### src/rtl/ofp_pkg.sv
`default_nettype none

package ofp_pkg;

  localparam int unsigned CNT_W             = 4;
  localparam int unsigned PAYLOAD_BYTES_DEF = 8;

  localparam logic [7:0] HDR_BYTE = 8'h16;
  localparam logic [7:0] LEN_BYTE = 8'h09;
  localparam logic [7:0] CMD_BYTE = 8'h01;
  localparam logic [7:0] SUM_SEED = 8'h20;

  localparam logic [1:0] ST_GOOD   = 2'd0;
  localparam logic [1:0] ST_BADSUM = 2'd1;
  localparam logic [1:0] ST_BADLEN = 2'd2;
  localparam logic [1:0] ST_BADCMD = 2'd3;

  localparam int unsigned OQ_DEPTH = 3;
  localparam int unsigned OQ_AW    = $clog2(OQ_DEPTH);
  localparam int unsigned OQ_CW    = $clog2(OQ_DEPTH + 1);

  typedef struct packed {
    logic [1:0]  frame_status;
    logic [15:0] o2_tenths;
    logic        value_valid;
  } res_t;

endpackage

`default_nettype wire

### src/rtl/ofp_parse.sv
`default_nettype none

module ofp_parse
  import ofp_pkg::*;
#(
  parameter int unsigned PAYLOAD_BYTES = PAYLOAD_BYTES_DEF
) (
  input  wire logic       clk,
  input  wire logic       rst_n,
  input  wire logic       item_vld,
  input  wire logic [7:0] item_byte,
  output logic            busy,
  output logic            res_vld,
  output res_t            res
);

  localparam logic [2:0] PH_HEADER  = 3'd0;
  localparam logic [2:0] PH_LENGTH  = 3'd1;
  localparam logic [2:0] PH_COMMAND = 3'd2;
  localparam logic [2:0] PH_PAYLOAD = 3'd3;
  localparam logic [2:0] PH_CHECK   = 3'd4;

  localparam logic [CNT_W:0] LAST_CNT = (CNT_W + 1)'(PAYLOAD_BYTES);

  logic             vld_r;
  logic [7:0]       byte_r;
  logic [2:0]       phase_r, phase_nxt;
  logic [CNT_W-1:0] cnt_r, cnt_nxt;
  logic [7:0]       sum_r, sum_nxt;
  logic [15:0]      pend_r, pend_nxt;
  logic [15:0]      stored_r, stored_nxt;
  logic             stv_r, stv_nxt;
  logic [CNT_W:0]   cnt_inc;
  logic [7:0]       chk;
  logic [1:0]       status;

  always_comb begin
    phase_nxt  = phase_r;
    cnt_nxt    = cnt_r;
    sum_nxt    = sum_r;
    pend_nxt   = pend_r;
    stored_nxt = stored_r;
    stv_nxt    = stv_r;
    res_vld    = 1'b0;
    status     = ST_GOOD;
    cnt_inc    = {1'b0, cnt_r} + (CNT_W + 1)'(1);
    chk        = byte_r + sum_r + SUM_SEED;
    if (vld_r) begin
      unique case (phase_r)
        PH_LENGTH: begin
          if (byte_r != LEN_BYTE) begin
            phase_nxt = PH_HEADER;
            res_vld   = 1'b1;
            status    = ST_BADLEN;
          end else begin
            phase_nxt = PH_COMMAND;
          end
        end
        PH_COMMAND: begin
          if (byte_r != CMD_BYTE) begin
            phase_nxt = PH_HEADER;
            res_vld   = 1'b1;
            status    = ST_BADCMD;
          end else begin
            phase_nxt = PH_PAYLOAD;
            cnt_nxt   = '0;
            sum_nxt   = '0;
            pend_nxt  = '0;
          end
        end
        PH_PAYLOAD: begin
          sum_nxt = sum_r + byte_r;
          if (cnt_r == '0) begin
            pend_nxt = {pend_r[15:8], byte_r};
          end else if (cnt_r == CNT_W'(1)) begin
            pend_nxt = {byte_r, pend_r[7:0]};
          end
          cnt_nxt = cnt_inc[CNT_W-1:0];
          if (cnt_inc >= LAST_CNT) begin
            phase_nxt = PH_CHECK;
            cnt_nxt   = '0;
          end
        end
        PH_CHECK: begin
          stored_nxt = pend_r;
          stv_nxt    = 1'b1;
          phase_nxt  = PH_HEADER;
          cnt_nxt    = '0;
          res_vld    = 1'b1;
          status     = (chk == 8'd0) ? ST_GOOD : ST_BADSUM;
        end
        default: begin
          phase_nxt = (byte_r == HDR_BYTE) ? PH_LENGTH : PH_HEADER;
        end
      endcase
    end
  end

  always_comb begin
    res.frame_status = status;
    res.o2_tenths    = stored_nxt;
    res.value_valid  = stv_nxt;
  end

  assign busy = vld_r;

  always_ff @(posedge clk) begin
    if (!rst_n) begin
      vld_r    <= 1'b0;
      phase_r  <= PH_HEADER;
      cnt_r    <= '0;
      stored_r <= '0;
      stv_r    <= 1'b0;
    end else begin
      vld_r    <= item_vld;
      phase_r  <= phase_nxt;
      cnt_r    <= cnt_nxt;
      stored_r <= stored_nxt;
      stv_r    <= stv_nxt;
    end
  end

  always_ff @(posedge clk) begin
    if (item_vld) begin
      byte_r <= item_byte;
    end
    sum_r  <= sum_nxt;
    pend_r <= pend_nxt;
  end

endmodule

`default_nettype wire

### src/rtl/ofp_oq.sv
`default_nettype none

module ofp_oq
  import ofp_pkg::*;
(
  input  wire logic       clk,
  input  wire logic       rst_n,
  input  wire logic       wr_vld,
  input  wire res_t       wr_data,
  input  wire logic       rd_take,
  output logic            rd_vld,
  output res_t            rd_data,
  output logic [OQ_CW-1:0] count
);

  localparam logic [OQ_AW-1:0] LAST_IDX = OQ_AW'(OQ_DEPTH - 1);

  res_t             mem_r [OQ_DEPTH];
  logic [OQ_AW-1:0] wr_ptr_r, rd_ptr_r;
  logic [OQ_CW-1:0] cnt_r;

  assign rd_vld  = (cnt_r != '0);
  assign rd_data = mem_r[rd_ptr_r];
  assign count   = cnt_r;

  always_ff @(posedge clk) begin
    if (!rst_n) begin
      wr_ptr_r <= '0;
      rd_ptr_r <= '0;
      cnt_r    <= '0;
    end else begin
      if (wr_vld) begin
        wr_ptr_r <= (wr_ptr_r == LAST_IDX) ? '0 : wr_ptr_r + OQ_AW'(1);
      end
      if (rd_take) begin
        rd_ptr_r <= (rd_ptr_r == LAST_IDX) ? '0 : rd_ptr_r + OQ_AW'(1);
      end
      if (wr_vld && !rd_take) begin
        cnt_r <= cnt_r + OQ_CW'(1);
      end else if (!wr_vld && rd_take) begin
        cnt_r <= cnt_r - OQ_CW'(1);
      end
    end
  end

  always_ff @(posedge clk) begin
    if (wr_vld) begin
      mem_r[wr_ptr_r] <= wr_data;
    end
  end

endmodule

`default_nettype wire

### src/rtl/oxygen_sensor_frame_parser_top.sv
// Channel   Direction  Ports
// in_*      receive    in_valid, in_stall, in_rx_byte
// out_*     send       out_valid, out_stall, out_frame_status, out_o2_tenths, out_value_valid
//
// One item is taken per cycle while in_stall is low; an item that ends or breaks a frame yields a result.
// Each item is registered, parsed by one step of the frame state logic, and any result
// is written into a three-entry output queue that parts the two channels.
// Reset is synchronous and active low; the parser returns to hunting for a header.
// in_stall rises only when the queue and the parse stage together could overflow.
`default_nettype none

module oxygen_sensor_frame_parser_top
  import ofp_pkg::*;
#(
  parameter int unsigned PAYLOAD_BYTES = PAYLOAD_BYTES_DEF
) (
  input  wire logic        clk,
  input  wire logic        rst_n,
  input  wire logic        in_valid,
  output logic             in_stall,
  input  wire logic [7:0]  in_rx_byte,
  output logic             out_valid,
  input  wire logic        out_stall,
  output logic [1:0]       out_frame_status,
  output logic [15:0]      out_o2_tenths,
  output logic             out_value_valid
);

  logic             busy;
  logic             res_vld;
  res_t             res;
  res_t             head;
  logic [OQ_CW-1:0] q_cnt;
  logic [OQ_CW:0]   occ;
  logic             in_take;

  assign occ      = {1'b0, q_cnt} + {{OQ_CW{1'b0}}, busy};
  assign in_stall = (occ >= (OQ_CW + 1)'(OQ_DEPTH));
  assign in_take  = in_valid && !in_stall;

  ofp_parse #(
    .PAYLOAD_BYTES(PAYLOAD_BYTES)
  ) u_parse (
    .clk      (clk),
    .rst_n    (rst_n),
    .item_vld (in_take),
    .item_byte(in_rx_byte),
    .busy     (busy),
    .res_vld  (res_vld),
    .res      (res)
  );

  ofp_oq u_oq (
    .clk    (clk),
    .rst_n  (rst_n),
    .wr_vld (res_vld),
    .wr_data(res),
    .rd_take(out_valid && !out_stall),
    .rd_vld (out_valid),
    .rd_data(head),
    .count  (q_cnt)
  );

  assign out_frame_status = head.frame_status;
  assign out_o2_tenths    = head.o2_tenths;
  assign out_value_valid  = head.value_valid;

endmodule

`default_nettype wire

### config.mk
export PLATFORM = sky130hd
export DESIGN_NAME = oxygen_sensor_frame_parser_top
export DESIGN_NICKNAME = d
export VERILOG_FILES = /design/src/rtl/ofp_pkg.sv /design/src/rtl/ofp_parse.sv /design/src/rtl/ofp_oq.sv /design/src/rtl/oxygen_sensor_frame_parser_top.sv
export SDC_FILE = /design/constraint.sdc
export NUM_CORES = 1
export LEC_CHECK = 0
export ABC_AREA = 1
export BUFFER_PORTS_ARGS = -buffer_cell sky130_fd_sc_hd__buf_2
export CORE_MARGIN = 2
export CORE_UTILIZATION = 50
export CTS_CLUSTER_DIAMETER = 30
export DETAILED_ROUTE_END_ITERATION = 6
export MAX_ROUTING_LAYER = met4
export PLACE_DENSITY = 0.77
export SYNTH_ARGS = -nofsm -noshare
export SYNTH_HDL_FRONTEND = slang
export SYNTH_SLANG_ARGS = --single-unit
### constraint.sdc
create_clock -name clk -period 2.05 [get_ports clk]
set_input_delay 0.1025 -clock clk [delete_from_list [all_inputs] [get_ports clk]]
set_output_delay 0.1025 -clock clk [all_outputs]
set_load 0.02 [all_outputs]
After elaboration in Yosys (flattened, before gate mapping)
Memories as Yosys holds them, arrays and structs flattened. A register that Yosys moved wholly into a read port is not among the register bits.
Cells that the tools add are included.
- order comparisons: 2
- reductions and logical operators: 19
- $mul: 0
- eq/ne operators: 15
- divide/modulo/power cells: 0
- multiplexer cells: 35
- $add $sub $neg: 8
- shift operators: 0
- bitwise operators: 0
- operator list (kind ; number):
    $mux 16 ; 5
    $pmux 16 s2 ; 1
    $mux 2 ; 11
    $pmux 8 s2 ; 1
    $pmux 3 s4 ; 1
    $pmux 4 s3 ; 1
    $mux 1 ; 9
    $add 8x6->8 const B ; 1
    $add 8x8->8 ; 1
    $eq 8x5->1 const B ; 1
    $logic_not 8->1 ; 1
    $mux 4 ; 2
    $mux 8 ; 1
    $ne 8x1->1 const B ; 1
    $ne 8x4->1 const B ; 1
    $add 2x1->2 const B ; 3
    $eq 3x2->1 const B ; 2
    $ne 2x1->1 const B ; 3
    $pmux 2 s3 ; 1
    $reduce_and 3->1 ; 2
    $reduce_bool 2->1 ; 3
    $add 4x1->5 const B ; 1
    $ge 5x4->1 const B ; 1
    $reduce_and 5->1 ; 1
    other kinds (16) ; 24
- register bits after elaboration: 63
- memory bits (writable): 57
- output and inout port bits: 21
- ROM bits: 0
- bits in latches: 0
- bits of input ports: 12
- memories: 1
- logic and storage cells: 92
- memory list (name ; words ; bits a word ; rd ports ; clocked after memory_dff ; write ports ; RTL line ; source):
    u_oq.mem_r ; 3 ; 19 ; 1 ; 1 ; 1 ; ofp_oq.sv:18 ; res_t mem_r [OQ_DEPTH];

Logic depth before layout (Yosys ltp)
- depth in word-level cells: 8
- gate-level depth with buffers: 12
- gate-level depth less buffers: 12

Modules after synthesis
A second synthesis with hierarchy kept.
- cell total of the unflattened synthesis: 537
- area, all modules: 5599.1 um2
- by module, submodules not included (module ; sequential area each (um2) ; cells each ; times used ; area an instance (um2)):
    ofp_parse ; 1461.4 ; 343 ; 1 ; 3012.9
    ofp_oq ; 1871.8 ; 185 ; 1 ; 2529.9
    oxygen_sensor_frame_parser_top ; 0.0 ; 9 ; 1 ; 56.3

Least setup slack after synthesis
No wires, ideal clock.
- path kind: flip-flop to flip-flop
- start: reg u_parse.phase_r[1]
- end: mem u_oq.mem_r[2][0] in the netlist's numbering, enable pin
- arrival time: 1.744 ns
- data required time: 1.655 ns
- library setup time: 0.395 ns
- period minus slack after synthesis: 2.139 ns
- cell stages (with the launch flop): 7
- slack: -0.089 ns
- path buffers: 0
- cells stage by stage: dfxtp_1 nand2_2 nor2_2 nand3_2 nand3_2 nand2_1 nor2_1
- cells in the longest elaborated chain, start to end: 5
- elaborated cells between the ends (all ways): 7
- classes of those cells: 3 x eq/ne; 4 x mux
- RTL lines (element ; RTL line ; source):
    start, declared ; ofp_parse.sv:27 ; logic [2:0] phase_r, phase_nxt;
    start signal, assigned ; ofp_parse.sv:116 ; phase_r <= phase_nxt;
    $eq 3x3->1, or another cell as far along ; ofp_parse.sv:49 ; unique case (phase_r)
    $pmux 1 s3 * ; ofp_parse.sv:49 ;
    $mux 1 * ; ofp_parse.sv:48 ; if (vld_r) begin
    via res_vld ; oxygen_sensor_frame_parser_top.sv:30 ; logic res_vld;
    $mux 1 * ; ofp_oq.sv:47 ; if (wr_vld) begin
    $mux 1 (not written as such) * ; ofp_oq.sv:48 ; mem_r[wr_ptr_r] <= wr_data;
    end, declared ; ofp_oq.sv:18 ;
Mark *: on every way through the listed nets, which the timed path passes. The rest lies on a longest branch.

==> results.yml <==
cts:
  cts_tree: "done"
  clk_path_buf_depth: 2
  clock_sinks: 122
  clk_pin_slew_ps: 60
  cts_buffers: 17
  clk_latency_ps: 530
  root_buffer: "clkbuf_8"
  h-tree-depth: 4
route:
  routed_wl_mm: 11.0
  num_vias: 3904
  vias_per_cell: 5.21
  drc: 0
  routedWlPerCell_um: 14.6
  antenna_left: 0
  first_iter_violations: 254
  drtPass1Iterations: 5
sta:
  skew_ps: 12.9
  finalCritPeriodShare_pct: 97.8
  slew_viol_final: 0
  rsz0062_at_grt: "true"
  worst_slack_ps: 45.8
  final_hold_viol_count: 0
  slew_headroom_pct: 74.0
  worst_pin_slew_ps: 391
  whs_ps: 300
  finalSetupViolCount: 0
  fin_crit_ps: 2000
  fin_tns_setup_ps: 0
  timing.fmax_ghz: 0.499
place:
  dpl_cell_area_um2: 5860
  place.port_buffers: 32
  gp_congestion: 0.892
  dp_hpwl_mm: 6.95
  placed_cells: 701
  pre_cts_slack_ps: 22.6
die:
  num_rows: 38
  die_width_um: 109
  fp.coreArea_um2: 10800
  die_h_um: 109
  die_area_um2: 11900
  io_pins: 33
  start_util_pct: 51.0
yosys:
  synth_area_um2: 5500
  synth_edf_count: 89
  yosysUniqueCellTypes: 35
  syn_area_per_cell_um2: 10.3
  synth_seq_cells: 122
  yosys.area.top_type_share_pct: 48.6
  ys_seq_area_share_pct: 60.6
  ys_warn_count: 0
  synthCells: 532
  postSynth.asyncResetShare_pct: 0
  synth_area_leaders: "edfxtp_1 49%, dfxtp_1 12%, a21oi_1 6.7%, inv_1 5.0%, nand2_1 4.8%"
  synthFlopType: "edfxtp_1"
  mappedNetlistNets: 559
  yosys.area.top_type: "edfxtp_1"
power:
  ir_drop_uv: 604
  powerDensity_nw_per_um2: 1070
  leakage_nw: 2.80
worst_hold_path:
  hp-class: "in2reg"
outcome:
  status: "finished, final reports clean"
worst_setup_path:
  crit_path_start_kind: "flip-flop"
  critPathBufInv: 1
  crit_slowest_cell: "fa_2"
  r2r_slack_ps: 50
  crit_type: "reg2reg"
  crit_family: "adder cells"
  path_cells: "ha_4 -> inv_2 -> fa_2 -> nand2_1 -> nor2_1 -> nand3_1 -> nor2_1 -> nand4_1 -> nand2_1 -> nand2_2"
  critPathArrivalTime_ps: 2270
  end_kind: "flip-flop"
  cp_max_fo: 3
  required_ps: 2320
  cpPeakStageDelay_ps: 530
cells_and_area:
  seq_area_um2: 3330
  design_area_um2: 6660
  drive_above_1_share_pct: 23.1
  syn_to_final_growth_pct: 21.1
  multiInputGateArea_um2: 1840
  finalNetCount: 624
  fin_cells: 750
  fillCellCount: 822
  diodes: 0
global_route:
  grt_overflow_total: 0
  grt_pass1_wl_mm: 17.8
  antenna_found_initial: 0
  grt_pass1_vias: 3840
  grt_max_degree: 49
  grt_use_total_pct: 20.5
job:
  cap_violations: 0
==> cell type report <==
type                       instances  area share, %
multi-input combinational        312           27.6
timing repair buffer              61           6.50
clock buffer                      20           6.54
inverter                          83           4.79
clock inverter                    12           1.88
sequential                       122           50.0
tap                              140           2.63
==> flip-flops by register name (all words and copies together), names as in the netlist, named ones only <==
name	cells
u_oq.count	2
u_oq.mem_r	57
u_oq.rd_ptr_r	2
u_oq.wr_ptr_r	2
u_parse.busy	1
u_parse.byte_r	8
u_parse.cnt_r	4
u_parse.pend_r	16
u_parse.phase_r	3
u_parse.stored_r	16
u_parse.stv_r	1
u_parse.sum_r	8
==> worst reg2reg max path: stages, from the launching register on <==
cell and delay (ps):
edfxtp_1 390, ha_4 160, inv_2 40, fa_2 530, nand2_1 60, nor2_1 120, nand3_1 90, nor2_1 90
nand4_1 120, nand2_1 100, nand2_2 60
==> Yosys cell counts, types with 2 or more instances <==
library cell / instances
buf_6: 3
a211oi_2: 14
or2_2: 5
clkbuf_1: 2
a211oi_1: 3
inv_2: 6
buf_2: 7
nand3_2: 2
buf_4: 2
clkinv_1: 3
xor2_1: 2
a31oi_1: 2
o21ai_0: 9
nand2_2: 7
nand2_1: 71
a21oi_1: 74
a21oi_2: 3
nor2_4: 3
nor2_1: 47
nor2_2: 4
or2_1: 11
ha_1: 14
nand3_1: 13
nand4_1: 7
dfxtp_1: 33
nor3_1: 14
nor3_2: 2
inv_1: 74
edfxtp_1: 89
==> report_power, final <==
| part | leakage [nW] | total [mW] | switching [mW] | internal (mW) |
|---|---|---|---|---|
| combinational | 1.46 | 1.54 | 1.02 | 0.522 |
| clock | 0.274 | 2.77 | 1.02 | 1.75 |
| sequential | 1.06 | 2.84 | 0.0826 | 2.76 |
==> cells in the final DEF (no fill, tap or decap), types with 2 or more instances in the layout <==
master and count:
nor3_2 2, o21ai_1 2, a21oi_1 73, a211oi_2 14, a31oi_1 2, a21oi_2 4
inv_1 72, bufinv_16 2, clkinv_2 3, buf_2 31, nor2_1 46, nor2_2 5
clkinv_1 3, buf_12 2, ha_4 4, nand3_2 4, a211oi_1 3, nor3_1 14
xor2_1 2, nand2_1 70, o21ai_0 7, edfxtp_1 89, clkinv_4 4, clkbuf_8 2
clkinvlp_4 3, or2_1 11, or2_2 5, clkbuf_1 2, ha_1 9, nand4_1 7
nand3_1 11, dlygate4sd3_1 11, clkbuf_16 16, inv_2 8, nand2_2 8, nor2_4 3
buf_4 17, dfxtp_1 33
==> cell families after synthesis <==
logic type                 count (synthesis)  synth area share (%)
buffers and inverters                     98                  7.39
adders and majority gates                 15                  3.55
and+or+nand+nor                          187                  15.8
xor gates and xnor gates                   2                 0.318
DFF                                      122                  60.6
AOI/OAI and AO/OA                        108                  12.3
==> timing repair <==
action                                 in CTS  in global routing
resized for setup                           0                 19
pin swaps                                   1                  1
hold buffers                               11                  0
endpoints found under the hold margin      18                  0
setup endpoints to repair                   1                 18
setup buffers                               2                  4
==> through the flow <==
step | utilization (%) | power (mW)
CTS | 60.6 | 7.14
finish | 61.7 | 7.16
detailed placement | 54.3 | 4.34
global placement | 54.3 | 4.30
global route | 61.7 | 7.51
floorplan | - | 3.89
==> worst paths after layout <==
check	cells past startpoint	start	to
worst max-delay path	10	u_parse.byte_r[0]	u_oq.mem_r[2][17]
worst min-delay path	2	in_rx_byte[0]	u_parse.byte_r[0]
worst max register to register	10	u_parse.byte_r[0]	u_oq.mem_r[2][17]
worst min register to register	2	u_parse.stv_r	u_parse.stv_r
==> routing by layer <==
layer	vias up	part of all wire [%]	global-route usage [%]
li1	1931	-	-
met5	-	0	-
met3	21	5.3	6.22
met1	1830	42	23.7
met2	122	51	33.9
met4	0	1.9	7.42
Power figures use the tool's default switching activity.
